File: config.mk
export PLATFORM = sky130hd
export DESIGN_NAME = json_token_structure_parser
export DESIGN_NICKNAME = d
export VERILOG_FILES = /design/src/rtl/core/jtsp_pkg.sv /design/src/rtl/core/jtsp_cell.sv /design/src/rtl/core/jtsp_ctrl.sv /design/src/rtl/core/json_token_structure_parser.sv
export VERILOG_INCLUDE_DIRS = /design/src /design/src/rtl/core
export SDC_FILE = /design/constraint.sdc
export NUM_CORES = 1
export LEC_CHECK = 0
export BUFFER_PORTS_ARGS = -buffer_cell sky130_fd_sc_hd__buf_4
export CAP_MARGIN = 20
export CELL_PAD_IN_SITES_DETAIL_PLACEMENT = 2
export CELL_PAD_IN_SITES_GLOBAL_PLACEMENT = 2
export CORE_MARGIN = 5
export CORE_UTILIZATION = 41
export DETAILED_ROUTE_END_ITERATION = 10
export MAX_ROUTING_LAYER = met4
export PLACE_DENSITY_LB_ADDON = 0.1
export SLEW_MARGIN = 40
export SYNTH_ARGS = -nofsm -noshare
export SYNTH_HDL_FRONTEND = slang
export SYNTH_SLANG_ARGS = --single-unit
File: constraint.sdc
create_clock -name clk -period 41.8 [get_ports clk]
set_clock_uncertainty 0.15 [all_clocks]
set_input_delay 4.18 -clock clk [delete_from_list [all_inputs] [get_ports clk]]
set_output_delay 4.18 -clock clk [all_outputs]
set_load 0.01 [all_outputs]
File: src/rtl/core/json_token_structure_parser_macros.svh
// Assertion macros shared by the parser modules.
// Each macro expects signals named clk and rst in the enclosing module.
`ifndef JSON_TOKEN_STRUCTURE_PARSER_MACROS_SVH
`define JSON_TOKEN_STRUCTURE_PARSER_MACROS_SVH

// The consequent must hold in the same cycle as the antecedent.
`define JTSP_ASSERT_SAME(lbl, ante, cons, msg) \
  lbl: assert property (@(posedge clk) disable iff (rst) (ante) |-> (cons)) else $error(msg);

// The consequent must hold in the cycle after the antecedent.
`define JTSP_ASSERT_NEXT(lbl, ante, cons, msg) \
  lbl: assert property (@(posedge clk) disable iff (rst) (ante) |=> (cons)) else $error(msg);

`endif

File: src/rtl/core/jtsp_pkg.sv
package jtsp_pkg;

  // Token kinds.
  localparam logic [3:0] TOK_EOF       = 4'd0;
  localparam logic [3:0] TOK_STRING    = 4'd6;
  localparam logic [3:0] TOK_OPEN_ARR  = 4'd7;
  localparam logic [3:0] TOK_CLOSE_ARR = 4'd8;
  localparam logic [3:0] TOK_OPEN_OBJ  = 4'd9;
  localparam logic [3:0] TOK_CLOSE_OBJ = 4'd10;
  localparam logic [3:0] TOK_COMMA     = 4'd11;
  localparam logic [3:0] TOK_COLON     = 4'd12;

  // Input actions.
  localparam logic ACT_FEED    = 1'b0;
  localparam logic ACT_RESTART = 1'b1;

  // Status codes.
  localparam logic [1:0] ST_MORE     = 2'd0;
  localparam logic [1:0] ST_DONE     = 2'd1;
  localparam logic [1:0] ST_SYNTAX   = 2'd2;
  localparam logic [1:0] ST_OVERFLOW = 2'd3;

  // Structural events.
  localparam logic [3:0] EV_NONE      = 4'd0;
  localparam logic [3:0] EV_SCALAR    = 4'd1;
  localparam logic [3:0] EV_KEY       = 4'd2;
  localparam logic [3:0] EV_EMPTY_ARR = 4'd3;
  localparam logic [3:0] EV_EMPTY_OBJ = 4'd4;
  localparam logic [3:0] EV_OPEN_ARR  = 4'd5;
  localparam logic [3:0] EV_OPEN_OBJ  = 4'd6;
  localparam logic [3:0] EV_CLOSE_ARR = 4'd7;
  localparam logic [3:0] EV_CLOSE_OBJ = 4'd8;

  // Input beat.
  typedef struct packed {
    logic       action;
    logic [3:0] token_kind;
  } jtsp_in_t;

  // Output beat.
  typedef struct packed {
    logic [1:0]  status;
    logic [3:0]  event_res;
    logic [15:0] element_count;
    logic [5:0]  nesting_depth;
  } jtsp_out_t;

  // Stack command broadcast to the row of level cells.
  typedef struct packed {
    logic push;
    logic pop;
    logic bump;
    logic push_obj;
  } jtsp_stack_cmd_t;

endpackage

File: src/rtl/core/jtsp_cell.sv
module jtsp_cell
  import jtsp_pkg::*;
#(
  parameter int COUNT_BITS = 16
) (
  input  logic                  clk,
  input  jtsp_stack_cmd_t       cmd,
  input  logic                  up_obj,
  input  logic [COUNT_BITS-1:0] up_count,
  input  logic                  down_obj,
  input  logic [COUNT_BITS-1:0] down_count,
  output logic                  obj,
  output logic [COUNT_BITS-1:0] count
);

  // One nesting level: a push shifts the level above in, a pop shifts the
  // level below in, and a bump advances the element count with saturation.
  always_ff @(posedge clk) begin
    if (cmd.push) begin
      obj   <= up_obj;
      count <= up_count;
    end else if (cmd.pop) begin
      obj   <= down_obj;
      count <= down_count;
    end else if (cmd.bump && (count != {COUNT_BITS{1'b1}})) begin
      count <= count + COUNT_BITS'(1);
    end
  end

endmodule

File: src/rtl/core/jtsp_ctrl.sv
`include "json_token_structure_parser_macros.svh"

module jtsp_ctrl
  import jtsp_pkg::*;
#(
  parameter int MAX_DEPTH  = 32,
  parameter int COUNT_BITS = 16,
  localparam int TOP_W     = $clog2(MAX_DEPTH + 1)
) (
  input  logic                  clk,
  input  logic                  rst,
  input  logic                  fire,
  input  jtsp_in_t              in_beat,
  input  logic [5:0]            depth_limit,
  input  logic                  top_obj,
  input  logic [COUNT_BITS-1:0] top_count,
  input  logic                  second_obj,
  output jtsp_stack_cmd_t       stack_cmd,
  output jtsp_out_t             result
);

  localparam int CMP_W = (TOP_W > 6) ? TOP_W : 6;

  // Parse modes.
  localparam logic [2:0] M_VALUE     = 3'd0;
  localparam logic [2:0] M_FIRST_ARR = 3'd1;
  localparam logic [2:0] M_NEXT_ARR  = 3'd2;
  localparam logic [2:0] M_FIRST_KV  = 3'd3;
  localparam logic [2:0] M_KV_COLON  = 3'd4;
  localparam logic [2:0] M_KV_END    = 3'd5;
  localparam logic [2:0] M_NEXT_KV   = 3'd6;
  localparam logic [2:0] M_FINISH    = 3'd7;

  logic [2:0]      mode, mode_next;
  logic [TOP_W-1:0] stack_top, stack_top_next;
  logic            done_flag, done_flag_next;
  logic            error_flag, error_flag_next;
  logic            can_push;
  logic            tok_is_value;
  logic [1:0]      st;
  logic [3:0]      ev;
  logic [15:0]     cnt;
  jtsp_stack_cmd_t cmd;
  logic [3:0]      tok;

  assign tok = in_beat.token_kind;

  // A push is allowed below both the configured limit and the cell count.
  assign can_push = (CMP_W'(stack_top) < CMP_W'(depth_limit)) &&
                    (stack_top < TOP_W'(MAX_DEPTH));

  // Tokens that may start a value.
  assign tok_is_value = (tok <= TOK_STRING) || (tok == TOK_OPEN_ARR) ||
                        (tok == TOK_OPEN_OBJ);

  // Next-state decode for one token.
  always_comb begin
    mode_next       = mode;
    stack_top_next  = stack_top;
    done_flag_next  = done_flag;
    error_flag_next = error_flag;
    st  = ST_MORE;
    ev  = EV_NONE;
    cnt = '0;
    cmd = '0;
    if (in_beat.action == ACT_RESTART) begin
      mode_next       = M_VALUE;
      stack_top_next  = '0;
      done_flag_next  = 1'b0;
      error_flag_next = 1'b0;
    end else if (error_flag || done_flag || (mode == M_FINISH)) begin
      st = ST_SYNTAX;
    end else begin
      unique case (mode)
        M_VALUE: begin
          if (tok == TOK_OPEN_ARR) begin
            mode_next = M_FIRST_ARR;
            ev        = EV_OPEN_ARR;
          end else if (tok == TOK_OPEN_OBJ) begin
            mode_next = M_FIRST_KV;
            ev        = EV_OPEN_OBJ;
          end else if (tok > TOK_STRING) begin
            st = ST_SYNTAX;
          end else begin
            ev = (tok == TOK_EOF) ? EV_NONE : EV_SCALAR;
            if (stack_top == '0) begin
              mode_next      = M_FINISH;
              done_flag_next = 1'b1;
              st             = ST_DONE;
            end else begin
              mode_next = top_obj ? M_KV_END : M_NEXT_ARR;
            end
          end
        end
        M_FIRST_ARR: begin
          if (tok == TOK_CLOSE_ARR) begin
            ev = EV_EMPTY_ARR;
            if (stack_top == '0) begin
              mode_next      = M_FINISH;
              done_flag_next = 1'b1;
              st             = ST_DONE;
            end else begin
              mode_next = top_obj ? M_KV_END : M_NEXT_ARR;
            end
          end else if (!tok_is_value) begin
            st = ST_SYNTAX;
          end else if (!can_push) begin
            st = ST_OVERFLOW;
          end else begin
            // The first element opens a new array level.
            cmd.push       = 1'b1;
            cmd.push_obj   = 1'b0;
            stack_top_next = stack_top + TOP_W'(1);
            if (tok == TOK_OPEN_ARR) begin
              mode_next = M_FIRST_ARR;
              ev        = EV_OPEN_ARR;
            end else if (tok == TOK_OPEN_OBJ) begin
              mode_next = M_FIRST_KV;
              ev        = EV_OPEN_OBJ;
            end else begin
              ev        = (tok == TOK_EOF) ? EV_NONE : EV_SCALAR;
              mode_next = M_NEXT_ARR;
            end
          end
        end
        M_NEXT_ARR: begin
          if ((tok == TOK_CLOSE_ARR) && (stack_top != '0)) begin
            cmd.pop        = 1'b1;
            stack_top_next = stack_top - TOP_W'(1);
            cnt            = 16'(top_count);
            ev             = EV_CLOSE_ARR;
            if (stack_top == TOP_W'(1)) begin
              mode_next      = M_FINISH;
              done_flag_next = 1'b1;
              st             = ST_DONE;
            end else begin
              mode_next = second_obj ? M_KV_END : M_NEXT_ARR;
            end
          end else if (tok == TOK_COMMA) begin
            cmd.bump  = (stack_top != '0);
            mode_next = M_VALUE;
          end else begin
            st = ST_SYNTAX;
          end
        end
        M_FIRST_KV: begin
          if (tok == TOK_CLOSE_OBJ) begin
            ev = EV_EMPTY_OBJ;
            if (stack_top == '0) begin
              mode_next      = M_FINISH;
              done_flag_next = 1'b1;
              st             = ST_DONE;
            end else begin
              mode_next = top_obj ? M_KV_END : M_NEXT_ARR;
            end
          end else if (tok != TOK_STRING) begin
            st = ST_SYNTAX;
          end else if (!can_push) begin
            st = ST_OVERFLOW;
          end else begin
            cmd.push       = 1'b1;
            cmd.push_obj   = 1'b1;
            stack_top_next = stack_top + TOP_W'(1);
            ev             = EV_KEY;
            mode_next      = M_KV_COLON;
          end
        end
        M_KV_COLON: begin
          if (tok == TOK_COLON) begin
            mode_next = M_VALUE;
          end else begin
            st = ST_SYNTAX;
          end
        end
        M_KV_END: begin
          if ((tok == TOK_CLOSE_OBJ) && (stack_top != '0)) begin
            cmd.pop        = 1'b1;
            stack_top_next = stack_top - TOP_W'(1);
            cnt            = 16'(top_count);
            ev             = EV_CLOSE_OBJ;
            if (stack_top == TOP_W'(1)) begin
              mode_next      = M_FINISH;
              done_flag_next = 1'b1;
              st             = ST_DONE;
            end else begin
              mode_next = second_obj ? M_KV_END : M_NEXT_ARR;
            end
          end else if (tok == TOK_COMMA) begin
            mode_next = M_NEXT_KV;
          end else begin
            st = ST_SYNTAX;
          end
        end
        M_NEXT_KV: begin
          if (tok == TOK_STRING) begin
            cmd.bump  = (stack_top != '0);
            ev        = EV_KEY;
            mode_next = M_KV_COLON;
          end else begin
            st = ST_SYNTAX;
          end
        end
        default: begin
          st = ST_SYNTAX;
        end
      endcase
      // Any error freezes the state and sets the sticky flag.
      if ((st == ST_SYNTAX) || (st == ST_OVERFLOW)) begin
        mode_next       = mode;
        stack_top_next  = stack_top;
        done_flag_next  = done_flag;
        error_flag_next = 1'b1;
        ev              = EV_NONE;
        cnt             = '0;
        cmd             = '0;
      end
    end
  end

  // Result for the current beat and the gated stack command.
  always_comb begin
    result.status        = st;
    result.event_res     = ev;
    result.element_count = cnt;
    result.nesting_depth = 6'(stack_top_next);
    stack_cmd            = fire ? cmd : '0;
  end

  // Parser state registers.
  always_ff @(posedge clk) begin
    if (rst) begin
      mode       <= M_VALUE;
      stack_top  <= '0;
      done_flag  <= 1'b0;
      error_flag <= 1'b0;
    end else if (fire) begin
      mode       <= mode_next;
      stack_top  <= stack_top_next;
      done_flag  <= done_flag_next;
      error_flag <= error_flag_next;
    end
  end

  `JTSP_ASSERT_SAME(a_done_means_finish, done_flag, mode == M_FINISH, "done without finish mode")
  `JTSP_ASSERT_SAME(a_pop_nonempty, stack_cmd.pop, stack_top != '0, "pop on an empty stack")
  `JTSP_ASSERT_SAME(a_push_room, stack_cmd.push, stack_top < TOP_W'(MAX_DEPTH), "push on a full stack")

endmodule

File: src/rtl/core/json_token_structure_parser.sv
// JSON token structure parser.
// Input channel in_valid/in_ready/in_data carries one token kind or a restart
// per beat. Output channel out_valid/out_ready/out_data returns exactly one
// result beat per input beat: status, structural event, the element count of
// a container just closed, and the nesting depth after the token.
// Throughput is one token per cycle while the receiver takes results: the top
// of stack sits in the head cell of a row of level cells, so each token needs
// only that cell and one shift of the row. The depth limit is written through
// cfg_we/cfg_wdata; the user must do so only while the block is idle, and the
// block itself does not enforce it. Reset clears the parse mode, depth, done
// and error flags and sets the depth limit to 32; the level cells need no
// clearing since only pushed levels are read. When the receiver stalls, the
// result stays in the output register and in_ready stays low until it is
// taken; a new token is accepted in the same cycle the held result leaves.
`include "json_token_structure_parser_macros.svh"

module json_token_structure_parser
  import jtsp_pkg::*;
#(
  parameter int MAX_DEPTH  = 32,
  parameter int COUNT_BITS = 16
) (
  input  logic      clk,
  input  logic      rst,
  input  logic      in_valid,
  output logic      in_ready,
  input  jtsp_in_t  in_data,
  output logic      out_valid,
  input  logic      out_ready,
  output jtsp_out_t out_data,
  input  logic      cfg_we,
  input  logic [5:0] cfg_wdata
);

  logic                  fire;
  logic [5:0]            depth_limit;
  jtsp_stack_cmd_t       stack_cmd;
  jtsp_stack_cmd_t       head_cmd;
  jtsp_stack_cmd_t       tail_cmd;
  jtsp_out_t             result;
  logic                  cell_obj   [MAX_DEPTH];
  logic [COUNT_BITS-1:0] cell_count [MAX_DEPTH];
  logic                  second_obj;

  assign in_ready = !out_valid || out_ready;
  assign fire     = in_valid && in_ready;

  // Depth limit register.
  always_ff @(posedge clk) begin
    if (rst) begin
      depth_limit <= 6'd32;
    end else if (cfg_we) begin
      depth_limit <= cfg_wdata;
    end
  end

  jtsp_ctrl #(
    .MAX_DEPTH  (MAX_DEPTH),
    .COUNT_BITS (COUNT_BITS)
  ) u_ctrl (
    .clk         (clk),
    .rst         (rst),
    .fire        (fire),
    .in_beat     (in_data),
    .depth_limit (depth_limit),
    .top_obj     (cell_obj[0]),
    .top_count   (cell_count[0]),
    .second_obj  (second_obj),
    .stack_cmd   (stack_cmd),
    .result      (result)
  );

  // Only the head cell counts elements.
  always_comb begin
    head_cmd      = stack_cmd;
    tail_cmd      = stack_cmd;
    tail_cmd.bump = 1'b0;
  end

  // Row of level cells, head cell at index zero.
  for (genvar i = 0; i < MAX_DEPTH; i++) begin : g_cell
    logic                  up_obj;
    logic [COUNT_BITS-1:0] up_count;
    logic                  down_obj;
    logic [COUNT_BITS-1:0] down_count;

    if (i == 0) begin : g_head
      assign up_obj   = stack_cmd.push_obj;
      assign up_count = COUNT_BITS'(1);
    end else begin : g_inner
      assign up_obj   = cell_obj[i-1];
      assign up_count = cell_count[i-1];
    end

    if (i == MAX_DEPTH - 1) begin : g_tail
      assign down_obj   = 1'b0;
      assign down_count = '0;
    end else begin : g_body
      assign down_obj   = cell_obj[i+1];
      assign down_count = cell_count[i+1];
    end

    jtsp_cell #(
      .COUNT_BITS (COUNT_BITS)
    ) u_cell (
      .clk        (clk),
      .cmd        ((i == 0) ? head_cmd : tail_cmd),
      .up_obj     (up_obj),
      .up_count   (up_count),
      .down_obj   (down_obj),
      .down_count (down_count),
      .obj        (cell_obj[i]),
      .count      (cell_count[i])
    );
  end

  // Kind of the level under the top, needed after a pop.
  if (MAX_DEPTH > 1) begin : g_second
    assign second_obj = cell_obj[1];
  end else begin : g_no_second
    assign second_obj = 1'b0;
  end

  // Output register.
  always_ff @(posedge clk) begin
    if (rst) begin
      out_valid <= 1'b0;
    end else if (fire) begin
      out_valid <= 1'b1;
    end else if (out_ready) begin
      out_valid <= 1'b0;
    end
  end

  always_ff @(posedge clk) begin
    if (fire) begin
      out_data <= result;
    end
  end

  `JTSP_ASSERT_NEXT(a_restart_clears, fire && (in_data.action == ACT_RESTART), (out_data.nesting_depth == 6'd0) && (out_data.status == ST_MORE), "restart result not cleared")

endmodule

# After elaboration in Yosys (flattened, before gate mapping)
# Cells that the tools add are included.
# word_totals
output_inout_bits,30
reg_bits,590
input_bits,16
word_cells,384
latch_bits,0
rom_bits,0
ramBits,0
mem_count,0
# op_classes
div,0
n_shift,0
n_lt_le_gt_ge,4
bitwise_logic,0
muxes,238
mul,0
n_addsub,3
reduce_logical,27
eq_ne,37
# ops
op,count
$mux W16,66
$mux W1,96
$mux W3,24
$mux W4,15
$mux W6,10
$mux W2,18
$pmux W16 S2,1
$pmux W4 S6,1
$pmux W6 S4,1
$pmux W3 S7,1
$eq A4 B4 Y1 const B,5
$ne A4 B2 Y1 const B,5
$ne A3 B2 Y1 const B,6
$add A16 B1 Y16 const B,1
$ne A16 B16 Y1 const B,1
$pmux W2 S7,1
$reduce_and A13 Y1,1
$eq A3 B3 Y1 const B,4
$reduce_bool A6 Y1,2
$reduce_and A11 Y1,1
$ne A3 B3 Y1 const B,3
$eq A4 B3 Y1 const B,2
$reduce_bool A2 Y1,4
$reduce_bool A8 Y1,1
25 further kinds,39

# Depth between registers and ports, before layout
# Gate-level depths: netlist of the first run.
# depth
depth_word,17
ltp_mapped,14
depth_no_buf,9

# Cells and area by module
# A second synthesis of the first run with hierarchy kept.
# unflattened
hier_cells,3835
hier_area_um2,38927.3
# by_module_without_submodules
mod,seq_area_each_um2,n_inst,cells_each,area_each_um2
jtsp_cell at g_cell[0].u_cell ...,510.5,31,109,1117.3
jtsp_ctrl,220.2,1,295,2038.2
jtsp_cell at g_cell[9].u_cell,510.5,1,107,1144.8
json_token_structure_parser,980.9,1,54,1107.3

# Worst setup path before layout of the first run
# No wires, ideal clock.
# synth_path
kind,input to register
from,in out_ready
to,"reg g_cell[0].u_cell.obj, enable pin"
arrival_ps,31135
n_path_buf,0
setup_time_ps,1598
t_required_ps,40052
setup_slack_ps,8917
stages,7
path_cell_list,nand2b_1 nand2_1 clkinv_1 nand2_1 a211oi_1 nand2_1 a21oi_1
# synth_via
elab_chain_cells,4
# synth_rtl
item,line_no,rtl
start: declaration,json_token_structure_parser.sv:29,"input logic out_ready,"
$logic_or A1 B1 Y1,json_token_structure_parser.sv:45,assign in_ready = !out_valid || out_ready;
$logic_and A1 B1 Y1,json_token_structure_parser.sv:46,assign fire = in_valid && in_ready;
via fire,json_token_structure_parser.sv:35,logic fire;
$mux W4,jtsp_ctrl.sv:226,stack_cmd = fire ? cmd : '0;
$reduce_bool A2 Y1 (no source line),--,
end signal: assignment,jtsp_cell.sv:20,obj <= up_obj;
end signal: assignment,jtsp_cell.sv:23,obj <= down_obj;
end: declaration,jtsp_cell.sv:12,"output logic obj,"
# The timed path passes the listed nets, and every way through them passes these cells.
# A chain may end at the register's enable or synchronous reset.

# Worst setup path after layout of the first run
# layout_path
from,in out_ready
to,out in_ready
# layout_via
elab_chain_cells,1
# layout_rtl
item,line_no,rtl
$logic_or A1 B1 Y1,json_token_structure_parser.sv:45,
end: declaration,json_token_structure_parser.sv:26,"output logic in_ready,"
# Every way passes these cells.

==> results.toml, run 1 <==
[clocking]
post-cts-setup-buffers = 0
cts_resized = 0
cts_max_level = 3
cts_buffers = 68
clk_pin_slew_ns = 0.06
clk_root_buffer_cell = "clkbuf_16"
clock_sinks = 590
cts.hold.buffers_added = 0
clk_path_buf_depth = 3
cts_tree = "yes"
clock_latency_ns = 0.61

[die]
core_um2 = 64200
std_cell_rows = 93
fp.dieH_um = 264
initial_core_util_pct = 41.3
io_pins = 46
dieArea_um2 = 69900
die_w_um = 264

[synthesis]
synth_seq_area_share_pct = 65.5
synth_edf_count = 556
synth_top_area_share_pct = 62.9
synthesis.nets = 2725
synth.area.top_cells = "edfxtp_1 63%, nand2_1 22%, dfxtp_1 2.6%"
syn_avg_cell_area_um2 = 9.85
synthesis.area_um2 = 26500
synth-warning-count = 0
yosysTopAreaCell = "edfxtp_1"
synth.most_common_cell = "nand2_1"
synth_commonest_cells = "1569 x nand2_1, 556 x edfxtp_1, 73 x buf_2, 53 x clkbuf_1, 46 x a21oi_1"
ys_ff_latch = 590
synth-async-reset-ratio_pct = 0
synth_cell_types = 69
synthFlopType = "edfxtp_1"
synthCells = 2694

[finish]
final_cells = 3602
postLayoutCoreUtil_pct = 46.2
drive_gt1_share_pct = 6.30
nNetsFinal = 2723
diodes = 0
area_delta_synth_final_pct = 12.0

[sta]
fin_crit_ns = 8.94
setup_tns_ns = 0
fin_crit_sh_pct = 21.4
hold_violations = 0
tightest_slew_ns = 0.814
final-max-slew-violation-count = 0
setup_violations = 0
holdWs_ns = 0.346
fmax_ghz = 0.112
slew_headroom_pct = 45.7
grt_setup_unrepaired = "no"

[critical_path]
startpoint_type = "primary input"
slowest_delay_ns = 0.16
cp-end-kind = "output port"
timing.critical_path.mode_cell = "buf_4"
slowest_stage = "nand2b_1"
worst-endpoint-required_ns = 37.47
worstPathArrival_ns = 4.61
crit_fanout = 3
reg2reg_from = "u_ctrl.stack_top[5]"
cp-startpoint = "out_ready"
path_buf_inv = 2
cp_top_family = "buffers and inverters"
crit_type = "in2out"
crit_chain = "buf_4 > nand2b_1 > buf_4"

[placement]
place.gp.congestion = 0.852
dpl.cell_count = 3477
port-buffer-count = 45
dpl.hpwl_mm = 41.5

[global_routing]
antenna_found_initial = 0
grt_pass1_vias = 20900
overflow = 0
grt_pass1_wl_mm = 111
grt_max_degree = 185
grt_usage_pct = 19.7

[outcome]
outcome = "completed"

[power]
vdd_ir_drop_max_mv = 0.0291
leakage_uw = 0.0120
pwr_density_cell_nw_per_um2 = 43.4

[detailed_routing]
drt_iter0_drc = 1237
post-route-drc-count = 0
via_per_inst = 5.21
wl_per_cell_um = 18.8
routed_wl_mm = 67.8
antenna_left = 0
num_vias = 18800
firstDrtPassIters = 7

[hold_path]
holdCritStartpoint = "depth_limit[1]"
hold_class = "reg2reg"

[run]
drv_cap = 0
[sequential cells by signal, summed over array words and instances (netlist names), 3 cells and up]
register / count
g_cell.u_cell.obj: 32
u_ctrl.mode: 3
depth_limit: 6
out_data: 28
g_cell.u_cell.count: 512
u_ctrl.stack_top: 6
[final cells by class]
| type | count | area [um^2] |
|---|---|---|
| clock buffer | 91 | 1890 |
| sequential | 590 | 17400 |
| inverter | 21 | 78.8 |
| clock inverter | 34 | 218 |
| timing repair buffer | 68 | 628 |
| multi-input combinational | 1943 | 8440 |
| tap | 855 | 1070 |
| fill | 6735 | 34500 |
[power by group]
group	internal [uW]	switching (uW)	leakage, uW	total [uW]
clock	326	243	0.00102	569
combinational	19.8	46.5	0.00566	66.3
sequential	649	5.00	0.00528	654
[final timing paths]
| kind | cells after the start | slack, ns | endpoint |
|---|---|---|---|
| worst max register to register | 10 | 36.17 | g_cell[7].u_cell.count[3] |
| worst max-delay path | 3 | 32.86 | in_ready |
| worst min register to register | 2 | 0.35 | depth_limit[1] |
| worst min-delay path | 2 | 0.35 | depth_limit[1] |
[logic make-up (layout without fill, tap and decap cells)]
kind of cell    Yosys count  in the layout  synth area share, %
xor+xnor                  6              6                0.198
mux                      13             13                0.500
simple gates           1746           1746                 26.2
compound gates          163            163                 4.09
buf+inv                 161            214                 2.78
fa+ha+maj                15             15                0.708
flops                   590            590                 65.5
[tightest hold or removal path, cell delays in order, from the launching register on]
cell,delay (ns)
dfxtp_1,0.32
mux2i_1,0.07
nor2_1,0.07
[per-layer routing]
layer  vias up  part of all wire [%]  track usage [%]  wire, um
li1       8985                     -                -         -
met1      9504                    44             24.2     29700
met2       166                    52             34.5     35100
met3        98                   2.0             2.57      1390
met4         0                   2.4             5.33      1600
met5         -                     0                -         0
[cell usage in the layout, fill, tap and decap left out, drive strengths merged, types with 16 or more instances in the layout]
cell    count
o21ai      28
nand3      16
dfxtp      34
inv        21
a21oi      46
nand2    1569
nor2       35
clkinv     30
buf        65
clkbuf     94
edfxtp    556
and2       43
[through the flow]
| step | total power [uW] | setup WS, ns | instance area, um^2 |
|---|---|---|---|
| 2_1_floorplan | 714 | 8.92 | 26500 |
| 3_3_place_gp | 730 | 32.18 | 27500 |
| 3_5_place_dp | 733 | 32.72 | 27600 |
| 4_1_cts | 1310 | 32.86 | 29700 |
| 5_1_grt | 1340 | 32.84 | 29700 |
| 6_report | 1290 | 32.86 | 29700 |
No activity file was read; power rests on OpenSTA's default activity.
==> run 2: changes to the inputs <==
--- a/config.mk
+++ b/config.mk
@@ -11,7 +11,7 @@
 export CELL_PAD_IN_SITES_DETAIL_PLACEMENT = 2
 export CELL_PAD_IN_SITES_GLOBAL_PLACEMENT = 2
 export CORE_MARGIN = 5
-export CORE_UTILIZATION = 41
+export CORE_UTILIZATION = 37
 export DETAILED_ROUTE_END_ITERATION = 10
 export MAX_ROUTING_LAYER = met4
 export PLACE_DENSITY_LB_ADDON = 0.1
==> constraint.sdc (replaced) <==
create_clock -name clk -period 8.1 [get_ports clk]
set_clock_uncertainty 0.15 [all_clocks]
set_input_delay 0.81 -clock clk [delete_from_list [all_inputs] [get_ports clk]]
set_output_delay 0.81 -clock clk [all_outputs]
set_load 0.01 [all_outputs]
==> results.toml, run 2 (synthesized netlist as in run 1, its figures left out) <==
[outcome]
outcome = "completed"

[clocking]
clock_latency_ns = 0.60
cts.hold.buffers_added = 0
cts_max_level = 3
clk_path_buf_depth = 3
clk_pin_slew_ns = 0.06
clk_root_buffer_cell = "clkbuf_16"
cts_buffers = 68
cts_tree = "yes"
clock_sinks = 590
post-cts-setup-buffers = 0
cts_resized = 0

[critical_path]
slowest_stage = "dfxtp_1"
startpoint_type = "register"
cp_top_family = "buffers and inverters"
worstPathArrival_ns = 4.69
worstRegToRegCells = 11
r2r_slack_ns = 3.59
reg2reg_from = "u_ctrl.stack_top[5]"
crit_type = "reg2reg"
worst-endpoint-required_ns = 8.28
cp-end-kind = "register"
r2r-end = "g_cell[30].u_cell.count[11]"
cp.depth = 11
crit_fanout = 153
slowest_delay_ns = 0.54
path_buf_inv = 3
crit_chain = "ha_1 > and2_1 > a221oi_1 > o211ai_1 > a22oi_1 > buf_4 > nand4_1 > buf_12 > buf_4 > nand2_1 > nand2_1"

[global_routing]
grt_pass1_vias = 20500
grt_max_degree = 195
grt_pass1_wl_mm = 108
overflow = 0
antenna_found_initial = 0
grt_usage_pct = 17.0

[hold_path]
hold_class = "in2reg"
min_to = "depth_limit[0]"
hold_depth = 3
holdCritStartpoint = "cfg_wdata[0]"

[sta]
grt_setup_unrepaired = "no"
setup_violations = 0
tightest_slew_ns = 0.804
fin_crit_ns = 4.51
fmax_ghz = 0.222
final-max-slew-violation-count = 0
setup_tns_ns = 0
slew_headroom_pct = 46.4
hold_violations = 0
fin_ws_ns = 3.59
fin_crit_sh_pct = 55.7

[power]
vdd_ir_drop_max_mv = 0.142
pwr_density_cell_nw_per_um2 = 223
leakage_uw = 0.0120

[die]
dieArea_um2 = 77100
core_um2 = 71200
fp.dieH_um = 278
io_pins = 46
initial_core_util_pct = 37.2
die_w_um = 278
std_cell_rows = 98

[placement]
dp_slack_ns = 3.42
dpl.hpwl_mm = 39.8
dpl.cell_count = 3577
place.gp.congestion = 0.845
port-buffer-count = 45

[detailed_routing]
num_vias = 18700
post-route-drc-count = 0
routed_wl_mm = 65.0
drt_iter0_drc = 1043
wl_per_cell_um = 17.6
firstDrtPassIters = 5
antenna_left = 0
via_per_inst = 5.06

[finish]
top_register = "g_cell.u_cell.count"
fillers = 7625
multiInputGateArea_um2 = 8440
nNetsFinal = 2729
final_common_cell = "nand2_1"
area_delta_synth_final_pct = 12.7
postLayoutCoreUtil_pct = 42.0
top_regs = "g_cell.u_cell.count (512), g_cell.u_cell.obj (32), out_data (28)"
final_cells = 3699
area.sequential_um2 = 17400
drive_gt1_share_pct = 6.33
largest_reg_flops = 512
layout.cells.most_common_list = "1569 x nand2_1, 556 x edfxtp_1, 70 x clkbuf_16, 60 x buf_4, 45 x a21oi_1"

[run]
drv_cap = 0
[run 2: worst max-delay path by stage]
stage,end,slack [ns],from
floorplan,g_cell[0].u_cell.obj,-3.27,in_data[0]
global placement,g_cell[23].u_cell.count[4],3.41,in_data[0]
detailed placement,g_cell[30].u_cell.count[11],3.42,in_data[2]
CTS,g_cell[30].u_cell.count[11],3.56,u_ctrl.stack_top[5]
global route,g_cell[28].u_cell.count[2],3.30,u_ctrl.stack_top[5]
finish,g_cell[30].u_cell.count[11],3.59,u_ctrl.stack_top[5]
[run 2: per-stage QoR]
| step | instance area, um^2 | total power, uW | hold slack [ns] |
|---|---|---|---|
| 2_1_floorplan | 26600 | 3660 | 0.291 |
| 3_3_place_gp | 27700 | 3770 | 0.312 |
| 3_5_place_dp | 27800 | 3790 | 0.318 |
| 4_1_cts | 29900 | 6780 | 0.252 |
| 5_1_grt | 29900 | 6920 | 0.278 |
| 6_report | 29900 | 6650 | 0.296 |
[run 2: power breakdown]
part | internal (uW) | switching (uW) | leakage (uW)
combinational | 105 | 239 | 0.00571
clock | 1690 | 1240 | 0.00101
sequential | 3350 | 26.7 | 0.00528
total | 5140 | 1510 | 0.0120
[run 2: area by class of cell]
class / count / area share (%)
clock buffers: 93 / 6.28
clock inverters: 27 / 0.678
diodes: 1 / 0.00837
multi-input cells: 1943 / 28.2
inverters: 21 / 0.280
repair buffers: 74 / 2.46
well taps: 950 / 3.97
flip-flops and latches: 590 / 58.1
[run 2: metal layers]
| metal | up-vias | GRT usage, % | share of wire [%] |
|---|---|---|---|
| li1 | 8980 | - | - |
| met1 | 9462 | 21.5 | 45 |
| met2 | 146 | 29.0 | 50 |
| met3 | 111 | 2.56 | 2.3 |
| met4 | 0 | 4.22 | 2.3 |
| met5 | - | - | 0 |
[run 2: worst register-to-register path: stages (launching register included)]
cell	delay, ns
dfxtp_1	0.54
ha_1	0.33
and2_1	0.20
a221oi_1	0.44
o211ai_1	0.33
a22oi_1	0.25
buf_4	0.24
nand4_1	0.46
buf_12	0.45
buf_4	0.57
nand2_1	0.22
nand2_1	0.07
